### config.mk
export PLATFORM = sky130hd
export DESIGN_NAME = gradient_color_map_flat
export DESIGN_NICKNAME = d
export VERILOG_FILES = /design/src/hdl/gcm_pkg.sv /design/src/hdl/gcm_in_if.sv /design/src/hdl/gcm_out_if.sv /design/src/hdl/gcm_cfg_if.sv /design/src/hdl/gradient_color_map.sv /design/src/hdl/gcm_div_stage.sv /design/src/flat_wrapper.sv
export SDC_FILE = /design/constraint.sdc
export NUM_CORES = 2
export LEC_CHECK = 0
export ABC_AREA = 0
export BUFFER_PORTS_ARGS = -buffer_cell sky130_fd_sc_hd__clkbuf_2
export CORE_MARGIN = 2
export CORE_UTILIZATION = 60
export CTS_CLUSTER_SIZE = 30
export DETAILED_ROUTE_END_ITERATION = 8
export HOLD_SLACK_MARGIN = 0.08
export PLACE_DENSITY = 0.79
export SLEW_MARGIN = 25
export SYNTH_ARGS = -nofsm -noshare
export SYNTH_HDL_FRONTEND = slang
export SYNTH_SLANG_ARGS = --single-unit
### constraint.sdc
create_clock -name clk -period 62.8 [get_ports clk]
set_input_delay 18.84 -clock clk [delete_from_list [all_inputs] [get_ports clk]]
set_output_delay 18.84 -clock clk [all_outputs]
set_load 0.02 [all_outputs]
### src/hdl/gcm_pkg.sv
package gcm_pkg;

  localparam int POS_W         = 32;
  localparam int POS_FRAC_BITS = 16;
  localparam int MAX_STEPS     = 7;
  localparam int IDX_W         = 3;
  localparam int CHAN_W        = 8;
  localparam int FRAC_W        = 8;
  localparam int COLOR_W       = 4 * CHAN_W;
  localparam int STEP_W        = POS_W + COLOR_W;
  localparam int CFG_IDX_W     = 3;

  // register map
  localparam logic [CFG_IDX_W-1:0] REG_STEP_COUNT = CFG_IDX_W'(0);
  localparam int                   REG_STEP_BASE  = 1;

  // reset contents
  localparam logic [IDX_W-1:0]  STEP_COUNT_RESET = IDX_W'(2);
  localparam logic [STEP_W-1:0] STEP0_RESET      = STEP_W'(255);
  localparam logic [STEP_W-1:0] STEP1_RESET      =
    {POS_W'(1) << POS_FRAC_BITS, {COLOR_W{1'b1}}};

  // one item inside the fraction divider
  typedef struct packed {
    logic [POS_W-1:0]  rem;
    logic [POS_W-1:0]  span;
    logic [FRAC_W-1:0] quo;
    logic [IDX_W-1:0]  lo_idx;
    logic [IDX_W-1:0]  hi_idx;
    logic              zero;
    logic              alpha;
  } div_t;

endpackage

### src/hdl/gcm_in_if.sv
interface gcm_in_if;
  import gcm_pkg::*;

  logic              valid;
  logic              ready;
  logic signed [POS_W-1:0] position;
  logic              position_is_nan;
  logic              include_alpha;

  modport source (output valid, position, position_is_nan, include_alpha, input ready);
  modport sink   (input valid, position, position_is_nan, include_alpha, output ready);
endinterface

### src/hdl/gcm_out_if.sv
interface gcm_out_if;
  import gcm_pkg::*;

  logic              valid;
  logic              ready;
  logic [CHAN_W-1:0] red;
  logic [CHAN_W-1:0] green;
  logic [CHAN_W-1:0] blue;
  logic [CHAN_W-1:0] alpha;
  logic              alpha_valid;

  modport source (output valid, red, green, blue, alpha, alpha_valid, input ready);
  modport sink   (input valid, red, green, blue, alpha, alpha_valid, output ready);
endinterface

### src/hdl/gcm_cfg_if.sv
interface gcm_cfg_if;
  import gcm_pkg::*;

  logic                 valid;
  logic                 ready;
  logic [CFG_IDX_W-1:0] index;
  logic [STEP_W-1:0]    data;

  modport source (output valid, index, data, input ready);
  modport sink   (input valid, index, data, output ready);
endinterface

### src/hdl/gradient_color_map.sv
// Maps a signed fixed-point scalar to an RGBA8 color through a piecewise linear
// gradient of up to NUM_STEPS configured steps (sorted by position). The block is
// a 12-stage pipeline: compare against all step positions, pick the bracketing
// steps, form offset and span, eight stages of a one-bit-per-stage restoring
// divider for the 8-bit fraction, then the channel blend into the output
// register. It takes one item per clock unless stalled; the whole pipeline holds
// while a result waits at the output. Steps are to be written through the
// configuration channel only while the block is idle; the block itself does not
// enforce this, and that channel is always ready.
module gradient_color_map
  import gcm_pkg::*;
#(
  parameter int NUM_STEPS = MAX_STEPS
) (
  input logic         clk,
  input logic         rst_n,
  gcm_in_if.sink      in_if,
  gcm_out_if.source   out_if,
  gcm_cfg_if.sink     cfg_if
);

  localparam int SIDX_W    = $clog2(NUM_STEPS);
  localparam int DIV_STAGES = FRAC_W;
  localparam int PROD_W    = 2 * CHAN_W + 1;

  // configuration
  logic [IDX_W-1:0]  step_count_r;
  logic [STEP_W-1:0] steps_r [NUM_STEPS];
  logic              cfg_acc;
  logic [IDX_W-1:0]  n_active;
  logic [IDX_W-1:0]  last_idx;

  assign cfg_if.ready = 1'b1;
  assign cfg_acc      = cfg_if.valid & cfg_if.ready;

  always_ff @(posedge clk) begin
    if (!rst_n) begin
      step_count_r <= STEP_COUNT_RESET;
      for (int i = 0; i < NUM_STEPS; i++) begin
        steps_r[i] <= (i == 0) ? STEP0_RESET : ((i == 1) ? STEP1_RESET : '0);
      end
    end else if (cfg_acc) begin
      if (cfg_if.index == REG_STEP_COUNT) begin
        step_count_r <= cfg_if.data[IDX_W-1:0];
      end
      for (int i = 0; i < NUM_STEPS; i++) begin
        if (cfg_if.index == CFG_IDX_W'(REG_STEP_BASE + i)) begin
          steps_r[i] <= cfg_if.data;
        end
      end
    end
  end

  assign n_active = (step_count_r > IDX_W'(NUM_STEPS)) ? IDX_W'(NUM_STEPS) : step_count_r;
  assign last_idx = n_active - IDX_W'(1);

  // pipeline advance
  logic out_valid_r;
  logic en;

  assign en          = !out_valid_r || out_if.ready;
  assign in_if.ready = en;

  // stage 1: compare against every step position
  logic                    s1_valid_r;
  logic signed [POS_W-1:0] s1_pos_r;
  logic                    s1_nan_r;
  logic                    s1_alpha_r;
  logic [NUM_STEPS-1:0]    s1_gt_r;
  logic                    s1_lt0_r;
  logic [NUM_STEPS-1:0]    s1_gt_nxt;

  always_comb begin
    for (int i = 0; i < NUM_STEPS; i++) begin
      s1_gt_nxt[i] = $signed(steps_r[i][STEP_W-1 -: POS_W]) > in_if.position;
    end
  end

  always_ff @(posedge clk) begin
    if (!rst_n) begin
      s1_valid_r <= 1'b0;
    end else if (en) begin
      s1_valid_r <= in_if.valid;
    end
  end

  always_ff @(posedge clk) begin
    if (en) begin
      s1_pos_r   <= in_if.position;
      s1_nan_r   <= in_if.position_is_nan;
      s1_alpha_r <= in_if.include_alpha;
      s1_gt_r    <= s1_gt_nxt;
      s1_lt0_r   <= $signed(steps_r[0][STEP_W-1 -: POS_W]) < in_if.position;
    end
  end

  // stage 2: clamp decision and bracketing steps
  logic                    s2_valid_r;
  logic signed [POS_W-1:0] s2_pos_r;
  logic                    s2_zero_r;
  logic                    s2_alpha_r;
  logic                    s2_interp_r;
  logic [IDX_W-1:0]        s2_lo_r;
  logic [IDX_W-1:0]        s2_hi_r;
  logic                    s2_zero_nxt;
  logic                    s2_interp_nxt;
  logic [IDX_W-1:0]        s2_lo_nxt;
  logic [IDX_W-1:0]        s2_hi_nxt;

  always_comb begin
    s2_zero_nxt   = s1_nan_r || (n_active == '0);
    s2_interp_nxt = 1'b0;
    s2_lo_nxt     = '0;
    s2_hi_nxt     = '0;
    if (s2_zero_nxt || !s1_lt0_r) begin
      s2_lo_nxt = '0;
      s2_hi_nxt = '0;
    end else if (!s1_gt_r[last_idx[SIDX_W-1:0]]) begin
      s2_lo_nxt = last_idx;
      s2_hi_nxt = last_idx;
    end else begin
      s2_interp_nxt = 1'b1;
      s2_hi_nxt     = last_idx;
      // first step above the position wins
      for (int i = NUM_STEPS - 2; i >= 1; i--) begin
        if ((IDX_W'(i) < last_idx) && s1_gt_r[i]) begin
          s2_hi_nxt = IDX_W'(i);
        end
      end
      s2_lo_nxt = s2_hi_nxt - IDX_W'(1);
    end
  end

  always_ff @(posedge clk) begin
    if (!rst_n) begin
      s2_valid_r <= 1'b0;
    end else if (en) begin
      s2_valid_r <= s1_valid_r;
    end
  end

  always_ff @(posedge clk) begin
    if (en) begin
      s2_pos_r    <= s1_pos_r;
      s2_zero_r   <= s2_zero_nxt;
      s2_alpha_r  <= s1_alpha_r;
      s2_interp_r <= s2_interp_nxt;
      s2_lo_r     <= s2_lo_nxt;
      s2_hi_r     <= s2_hi_nxt;
    end
  end

  // stage 3: offset and span
  logic              s3_valid_r;
  div_t              s3_r;
  div_t              s3_nxt;
  logic [POS_W:0]    pos_lo_x;
  logic [POS_W:0]    pos_hi_x;
  logic [POS_W:0]    off_x;
  logic [POS_W:0]    span_x;

  always_comb begin
    pos_lo_x = {steps_r[s2_lo_r[SIDX_W-1:0]][STEP_W-1],
                steps_r[s2_lo_r[SIDX_W-1:0]][STEP_W-1 -: POS_W]};
    pos_hi_x = {steps_r[s2_hi_r[SIDX_W-1:0]][STEP_W-1],
                steps_r[s2_hi_r[SIDX_W-1:0]][STEP_W-1 -: POS_W]};
    off_x    = {s2_pos_r[POS_W-1], s2_pos_r} - pos_lo_x;
    span_x   = pos_hi_x - pos_lo_x;
    s3_nxt.quo    = '0;
    s3_nxt.lo_idx = s2_lo_r;
    s3_nxt.hi_idx = s2_hi_r;
    s3_nxt.zero   = s2_zero_r;
    s3_nxt.alpha  = s2_alpha_r;
    // clamped items run through with a zero fraction
    if (s2_interp_r) begin
      s3_nxt.rem  = off_x[POS_W-1:0];
      s3_nxt.span = span_x[POS_W-1:0];
    end else begin
      s3_nxt.rem  = '0;
      s3_nxt.span = POS_W'(1);
    end
  end

  always_ff @(posedge clk) begin
    if (!rst_n) begin
      s3_valid_r <= 1'b0;
    end else if (en) begin
      s3_valid_r <= s2_valid_r;
    end
  end

  always_ff @(posedge clk) begin
    if (en) begin
      s3_r <= s3_nxt;
    end
  end

  // fraction divider, one quotient bit per stage
  logic div_valid [DIV_STAGES+1];
  div_t div_data  [DIV_STAGES+1];

  assign div_valid[0] = s3_valid_r;
  assign div_data[0]  = s3_r;

  for (genvar g = 0; g < DIV_STAGES; g++) begin : g_div
    gcm_div_stage #(
      .BIT (g)
    ) u_div (
      .clk       (clk),
      .rst_n     (rst_n),
      .en        (en),
      .in_valid  (div_valid[g]),
      .in_data   (div_data[g]),
      .out_valid (div_valid[g+1]),
      .out_data  (div_data[g+1])
    );
  end

  // blend into the output register
  div_t              bl;
  logic [COLOR_W-1:0] col_lo;
  logic [COLOR_W-1:0] col_hi;
  logic [CHAN_W:0]   w_lo;
  logic [CHAN_W:0]   w_hi;
  logic [PROD_W-1:0] mix [4];
  logic [CHAN_W-1:0] chan_nxt [4];

  always_comb begin
    bl     = div_data[DIV_STAGES];
    col_lo = steps_r[bl.lo_idx[SIDX_W-1:0]][COLOR_W-1:0];
    col_hi = steps_r[bl.hi_idx[SIDX_W-1:0]][COLOR_W-1:0];
    w_hi   = {1'b0, bl.quo};
    w_lo   = (CHAN_W+1)'(1 << FRAC_W) - w_hi;
    for (int ch = 0; ch < 4; ch++) begin
      mix[ch] = PROD_W'(col_lo[COLOR_W-1-CHAN_W*ch -: CHAN_W]) * PROD_W'(w_lo)
              + PROD_W'(col_hi[COLOR_W-1-CHAN_W*ch -: CHAN_W]) * PROD_W'(w_hi);
      chan_nxt[ch] = bl.zero ? '0 : mix[ch][FRAC_W +: CHAN_W];
    end
  end

  logic [CHAN_W-1:0] red_r;
  logic [CHAN_W-1:0] green_r;
  logic [CHAN_W-1:0] blue_r;
  logic [CHAN_W-1:0] alpha_r;
  logic              alpha_valid_r;

  always_ff @(posedge clk) begin
    if (!rst_n) begin
      out_valid_r <= 1'b0;
    end else if (en) begin
      out_valid_r <= div_valid[DIV_STAGES];
    end
  end

  always_ff @(posedge clk) begin
    if (en) begin
      red_r         <= chan_nxt[0];
      green_r       <= chan_nxt[1];
      blue_r        <= chan_nxt[2];
      alpha_r       <= bl.alpha ? chan_nxt[3] : '0;
      alpha_valid_r <= bl.alpha;
    end
  end

  assign out_if.valid       = out_valid_r;
  assign out_if.red         = red_r;
  assign out_if.green       = green_r;
  assign out_if.blue        = blue_r;
  assign out_if.alpha       = alpha_r;
  assign out_if.alpha_valid = alpha_valid_r;

endmodule

### src/hdl/gcm_div_stage.sv
module gcm_div_stage
  import gcm_pkg::*;
#(
  parameter int BIT = 0
) (
  input  logic clk,
  input  logic rst_n,
  input  logic en,
  input  logic in_valid,
  input  div_t in_data,
  output logic out_valid,
  output div_t out_data
);

  logic        valid_r;
  div_t        data_r;
  div_t        data_nxt;
  logic [POS_W:0] rem2;
  logic [POS_W:0] diff;

  // one restoring step: rem stays below span, so the doubled value fits one extra bit
  always_comb begin
    rem2     = {in_data.rem, 1'b0};
    diff     = rem2 - {1'b0, in_data.span};
    data_nxt = in_data;
    if (!diff[POS_W]) begin
      data_nxt.rem = diff[POS_W-1:0];
      data_nxt.quo[FRAC_W-1-BIT] = 1'b1;
    end else begin
      data_nxt.rem = rem2[POS_W-1:0];
    end
  end

  always_ff @(posedge clk) begin
    if (!rst_n) begin
      valid_r <= 1'b0;
    end else if (en) begin
      valid_r <= in_valid;
    end
  end

  always_ff @(posedge clk) begin
    if (en) begin
      data_r <= data_nxt;
    end
  end

  assign out_valid = valid_r;
  assign out_data  = data_r;

endmodule
### src/flat_wrapper.sv
// flat-port wrapper written by rule: the top's interface ports become plain ports
module gradient_color_map_flat import gcm_pkg::*;
#(
  parameter int NUM_STEPS = MAX_STEPS
)
  (clk, rst_n, in_if_valid, in_if_position, in_if_position_is_nan, in_if_include_alpha, in_if_ready, out_if_valid, out_if_red, out_if_green, out_if_blue, out_if_alpha, out_if_alpha_valid, out_if_ready, cfg_if_valid, cfg_if_index, cfg_if_data, cfg_if_ready);
  gcm_in_if in_if_i ();
  gcm_out_if out_if_i ();
  gcm_cfg_if cfg_if_i ();
  input logic clk;
  input logic rst_n;
  input wire logic [$bits(in_if_i.valid)-1:0] in_if_valid;
  input wire logic [$bits(in_if_i.position)-1:0] in_if_position;
  input wire logic [$bits(in_if_i.position_is_nan)-1:0] in_if_position_is_nan;
  input wire logic [$bits(in_if_i.include_alpha)-1:0] in_if_include_alpha;
  output wire logic [$bits(in_if_i.ready)-1:0] in_if_ready;
  output wire logic [$bits(out_if_i.valid)-1:0] out_if_valid;
  output wire logic [$bits(out_if_i.red)-1:0] out_if_red;
  output wire logic [$bits(out_if_i.green)-1:0] out_if_green;
  output wire logic [$bits(out_if_i.blue)-1:0] out_if_blue;
  output wire logic [$bits(out_if_i.alpha)-1:0] out_if_alpha;
  output wire logic [$bits(out_if_i.alpha_valid)-1:0] out_if_alpha_valid;
  input wire logic [$bits(out_if_i.ready)-1:0] out_if_ready;
  input wire logic [$bits(cfg_if_i.valid)-1:0] cfg_if_valid;
  input wire logic [$bits(cfg_if_i.index)-1:0] cfg_if_index;
  input wire logic [$bits(cfg_if_i.data)-1:0] cfg_if_data;
  output wire logic [$bits(cfg_if_i.ready)-1:0] cfg_if_ready;
  assign in_if_i.valid = in_if_valid;
  assign in_if_i.position = in_if_position;
  assign in_if_i.position_is_nan = in_if_position_is_nan;
  assign in_if_i.include_alpha = in_if_include_alpha;
  assign in_if_ready = in_if_i.ready;
  assign out_if_valid = out_if_i.valid;
  assign out_if_red = out_if_i.red;
  assign out_if_green = out_if_i.green;
  assign out_if_blue = out_if_i.blue;
  assign out_if_alpha = out_if_i.alpha;
  assign out_if_alpha_valid = out_if_i.alpha_valid;
  assign out_if_i.ready = out_if_ready;
  assign cfg_if_i.valid = cfg_if_valid;
  assign cfg_if_i.index = cfg_if_index;
  assign cfg_if_i.data = cfg_if_data;
  assign cfg_if_ready = cfg_if_i.ready;
  gradient_color_map #(.NUM_STEPS(NUM_STEPS)) u_core (.clk(clk), .rst_n(rst_n), .in_if(in_if_i), .out_if(out_if_i), .cfg_if(cfg_if_i));
endmodule
After elaboration in Yosys (flattened, before gate mapping)
Memories as Yosys holds them, arrays and structs flattened. A register that Yosys moved wholly into a read port is not among the register bits.
Index checks and enable logic that the tools add are counted.
{ "totals": {"elab_cells": 235, "out_inout_bits": 36, "ramBits": 448, "n_memories": 1, "regBits": 751} }
{ "op_classes": {"bitwise": 8, "addsub": 17, "n_eq_ne": 7, "multipliers": 8, "mux": 62, "order_cmp": 15, "reduce_logical": 14} }
{ "memory_table": {"columns": ["memory", "words", "width", "read_ports", "rd_ports_with_merged_regs", "write_ports", "line", "rtl"], "rows": [
  ["u_core.steps_r", 7, 64, 11, 4, 7, "gradient_color_map.sv:28", "logic [STEP_W-1:0] steps_r [NUM_STEPS];"]
]} }
{ "op_table": {"columns": ["op", "count"], "rows": [
  ["2-to-1 mux 64 bit", 7],
  ["subtractor 33 x 32 -> 33 bit", 8],
  ["greater-than comparator 32 bit", 7],
  ["2-to-1 mux 32 bit", 7],
  ["adder 16 bit", 4],
  ["multiplier 8 x 8 -> 16 bit", 4],
  ["multiplier 8 x 9 -> 16 bit", 4],
  ["subtractor 32 bit", 2],
  ["2-to-1 mux 3 bit", 16],
  ["< comparator 32 bit", 1],
  ["2-to-1 mux 1 bit", 31],
  ["== test 3 bit (second input constant)", 4],
  ["subtractor 9 x 8 -> 9 bit (first input constant)", 1],
  ["bitwise OR 1 bit", 7],
  ["== test 3 x 2 -> 1 bit (second input constant)", 2],
  ["zero test 3 bit", 2],
  ["< comparator 2 x 3 -> 1 bit (first input constant)", 2],
  ["< comparator 3 bit (first input constant)", 2],
  ["subtractor 3 x 1 -> 3 bit (second input constant)", 2],
  ["logical AND 1 bit", 5],
  ["< comparator 3 x 4 -> 1 bit (second input constant)", 1],
  ["binary-select mux 1 bit (select 3 bit)", 1],
  ["== test 3 x 1 -> 1 bit (second input constant)", 1],
  ["greater-than comparator 3 bit (second input constant)", 1],
  ["6 further kinds", 9]
]} }

Depth between registers and ports, before layout
{ "depth": {"ltp_word": 16, "mapped_depth": 31} }

Modules after synthesis
Synthesis repeated with hierarchy kept, for this count alone.
{ "unflattened": {"hier_cells": 8781, "area_unflattened_um2": 93747.4} }
{ "by_module_without_submodules": {"columns": ["module", "cells_per_inst", "seq_area_each_um2", "area_per_inst_um2", "n_inst"], "rows": [
  ["gradient_color_map", 5188, 19358.6, 55428.2, 1],
  ["gcm_div_stage (u_core.g_div[0].u_div ...)", 449, 2422.3, 4789.6, 7],
  ["gcm_div_stage (u_core.g_div[1].u_div)", 450, 2422.3, 4792.1, 1]
]} }

Least setup slack after synthesis
Ideal clock, no wire load.
{ "synth_path": {"path_type": "input-to-output", "from": "input port out_if_ready", "to": "output port in_if_ready", "setup_slack_ps": 4818, "arrival_time_ps": 39142, "path_buffers": 1, "path_stages": 3, "t_required_ps": 43960, "path_cell_list": "nor2b_1 -> clkinv_1 -> clkbuf_1"} }
{ "synth_between": {"elab_chain_cells": 1} }
{ "synth_rtl": {"columns": ["element", "line", "rtl"], "rows": [
  ["start: declaration", "flat_wrapper.sv:23", "input wire logic [$bits(out_if_i.ready)-1:0] out_if_ready;"],
  ["logical OR 1 bit", "gradient_color_map.sv:61", "assign en = !out_valid_r || out_if.ready;"],
  ["end: declaration", "flat_wrapper.sv:16", "output wire logic [$bits(in_if_i.ready)-1:0] in_if_ready;"]
]} }
Every way passes these cells.

Final worst setup path
Ends and elaborated chain as after synthesis.

==> results by group <==
Clock tree
  – H-Tree Depth: 4
  – Clk sinks: 1,211
  – Worst-skew pair later-pin latency: 0.79 ns
  – CTS tree: built
  – Clk pin slew, worst setup/hold paths: 0.06 ns
  – Root buffer cell: clkbuf_16
  – Cts repair resizes: 0
  – CTS max path bufs: 3
  – Hold Buf Count CTS: 0
  – Setup bufs post-CTS: 0
  – Total CTS buffers: 131

Logic synthesis
  – Cell area after synthesis: 86,800 um2
  – Synth cell count leaders: 1,184 x edfxtp_1, 997 x inv_1, 777 x ha_1
  – Cells after synthesis: 7,808
  – Seq/Total Area, Yosys: 41.6%
  – Yosys top cell by area: edfxtp_1
  – Number of synthesized flops with an enable pin: 1,184
  – Top cells by area, synth: edfxtp_1 41%, ha_1 11%, fa_1 9.4%, inv_1 4.3%, mux4_2 3.3%
  – Avg Synthesized Cell Area: 11.1 um2
  – YS warnings: 0
  – Post-synth cell types: 94
  – Synth top area share: 40.9%
  – Ys async rst share: 0%
  – Number of synthesized register bits: 1,211
  – Post-synth top flop: edfxtp_1
  – Most frequent cell after synthesis: edfxtp_1
  – Syn Nets: 9,100

Worst setup path
  – Flop-to-flop setup slack: 54.19 ns
  – CP Class: in2out
  – R2r endpoint: u_core.out_if.alpha[7]$_SDFFCE_PP0N_
  – CP Launch Type: primary input
  – Critical path capture point type: primary output
  – Worst R2R Path Depth: 25
  – Worst path required time: 43.96 ns
  – Worst R2R Start: u_core.g_div[7].u_div.out_data[8]$_SDFFCE_PN1N_
  – CP Data Arrival Time: 20.35 ns
  – Worst Path Max Fanout: 128

Status
  – Status: complete, but fails checks
  – Failing checks: design-rule violations

Routing
  – Vias per cell: 5.96
  – DR vias: 59,100
  – Total Routed Length: 209 mm
  – First-pass iteration count of the detailed router: 9
  – DRT iter0 DRCs: 5,340
  – Residual DRC count: 4
  – Routed wire per std cell: 21.0 um
  – DRT antenna net count: 0

Worst hold path
  – Hold EP: u_core.g_div[3].u_div.out_data[14]$_DFFE_PN_
  – Worst Min Path Start: u_core.g_div[2].u_div.out_data[14]$_DFFE_PN_
  – Hold path cells: 0
  – Hold Path Class: reg2reg

Finish
  – Area Overhead vs Synth: 8.24%
  – Fin cells: 9,923
  – Nets: 9,208
  – Layout cell share with drive strength beyond 1: 11.5%
  – Fillers: 10,700

Placement
  – Placed Cells: 9,684
  – HPWL after detailed placement: 151 mm
  – Routability Congestion: 0.975
  – Port bufs: 140

Timing
  – Final Max Slew Viols: 0
  – Endpoints failing setup: 0
  – Max Clk Rate: 25.5 MHz
  – Clock skew: 0.0584 ns
  – Final period utilization: 62.4%
  – Setup_tns: 0 ns
  – RSZ-0062 raised after global routing: no
  – Tmin final: 39.19 ns
  – Final Hold Fails: 0
  – Max-Slew Margin vs Limit: 25.2%
  – Worst-Margin Slew: 1.12 ns

GRT
  – Largest net degree at the start of global routing: 170
  – First-pass GRT wire length: 328 mm
  – Antenna violations before repair: 1
  – Gr usage total: 28.6%
  – Vias in the first global route: 60,200
  – GRT overflow: 0

Floorplan
  – I/O pin count: 142
  – Starting Density: 60.5%
  – Die Height: 384 um
  – Die area: 148,000 um2
  – Rows: 139
  – Core area: 144,000 um2
  – Die width: 384 um

Flow run
  – Number of max-cap violations: 0
worst max-delay path: stages:
cell and delay (ns):
clkbuf_2 0.10, nor2b_2 0.04, buf_4 0.22, inv_8 0.65
clkbuf_2 0.45
routing by layer:
layer  up-vias  GRT usage (%)  part of all wire (%)
met1     28800           38.0                    40
li1      27400              -                     -
met5         -              0                     0
met4         0           10.8                   3.6
met3       423           6.22                   9.5
met2      2449           46.3                    47
flip-flops by register name, indices dropped and copies added (netlist names), 3 cells and up, named ones only:
| register | cells |
|---|---|
| u_core.s2_hi_r | 3 |
| u_core.g_div.u_div.out_data | 548 |
| u_core.s1_gt_r | 7 |
| u_core.s2_pos_r | 32 |
| u_core.step_count_r | 3 |
| u_core.out_if.blue | 8 |
| u_core.s2_lo_r | 3 |
| u_core.out_if.green | 8 |
| u_core.s1_pos_r | 32 |
| u_core.steps_r | 448 |
| u_core.out_if.red | 8 |
| u_core.g_div.u_div.out_valid | 8 |
| u_core.div_data | 72 |
| u_core.out_if.alpha | 8 |
cells in the final DEF (no fill, tap or decap), types with 68 or more instances in the layout:
cell type,instances
nor2_1,677
nand4_1,68
nand2b_1,105
inv_1,997
xnor2_1,191
nand3_1,72
o21a_1,80
a21o_1,201
fa_1,409
nor2b_1,82
xor2_1,96
clkbuf_2,139
ha_1,777
and2_1,258
buf_4,74
mux4_2,129
a21oi_1,305
clkbuf_16,133
o21ai_0,291
mux2i_1,183
mux2_2,184
edfxtp_1,1184
nand2_1,637
how the worst max path moves through the flow:
stage,end,depth (start not counted),from
after detailed placement,in_if_ready,5,out_if_ready
after floorplan,in_if_ready,3,out_if_ready
after global placement,in_if_ready,5,out_if_ready
after global routing,in_if_ready,5,out_if_ready
after CTS,in_if_ready,5,out_if_ready
final,in_if_ready,5,out_if_ready
cells by family after synthesis:
logic type / share of synthesized area [%]
compound gates: 8.83
xor+xnor: 3.01
fa+ha+maj: 20.6
buf+inv: 5.58
flops: 41.6
mux: 8.99
other cells: 0.00432
simple gates: 11.4
area by class of cell:
| cell class | instances | area (um2) | area share (%) |
|---|---|---|---|
| Multi-Input combinational cell | 5352 | 46100 | 49.1 |
| Timing Repair Buffer | 219 | 1390 | 1.48 |
| Tap cell | 1903 | 2380 | 2.53 |
| Clock buffer | 164 | 3440 | 3.66 |
| Inverter | 1001 | 3770 | 4.01 |
| Antenna cell | 1 | 2.50 | 0.00266 |
| Clock inverter | 72 | 772 | 0.821 |
| Sequential cell | 1211 | 36100 | 38.4 |
through the flow:
step	setup slack, ns	util, %	instance area, um2	hold slack (ns)
3_3_place_gp	23.62	62.4	89700	0.400
2_1_floorplan	4.82	-	86800	0.400
4_1_cts	23.62	65.4	94000	0.386
3_5_place_dp	23.62	62.5	89700	0.405
5_1_grt	23.50	65.4	94000	0.403
6_report	23.61	65.4	94000	0.394
Power is left out: the tool's default activity adds up to more than one toggle a clock period on the data nets, which glitch-free logic cannot reach.
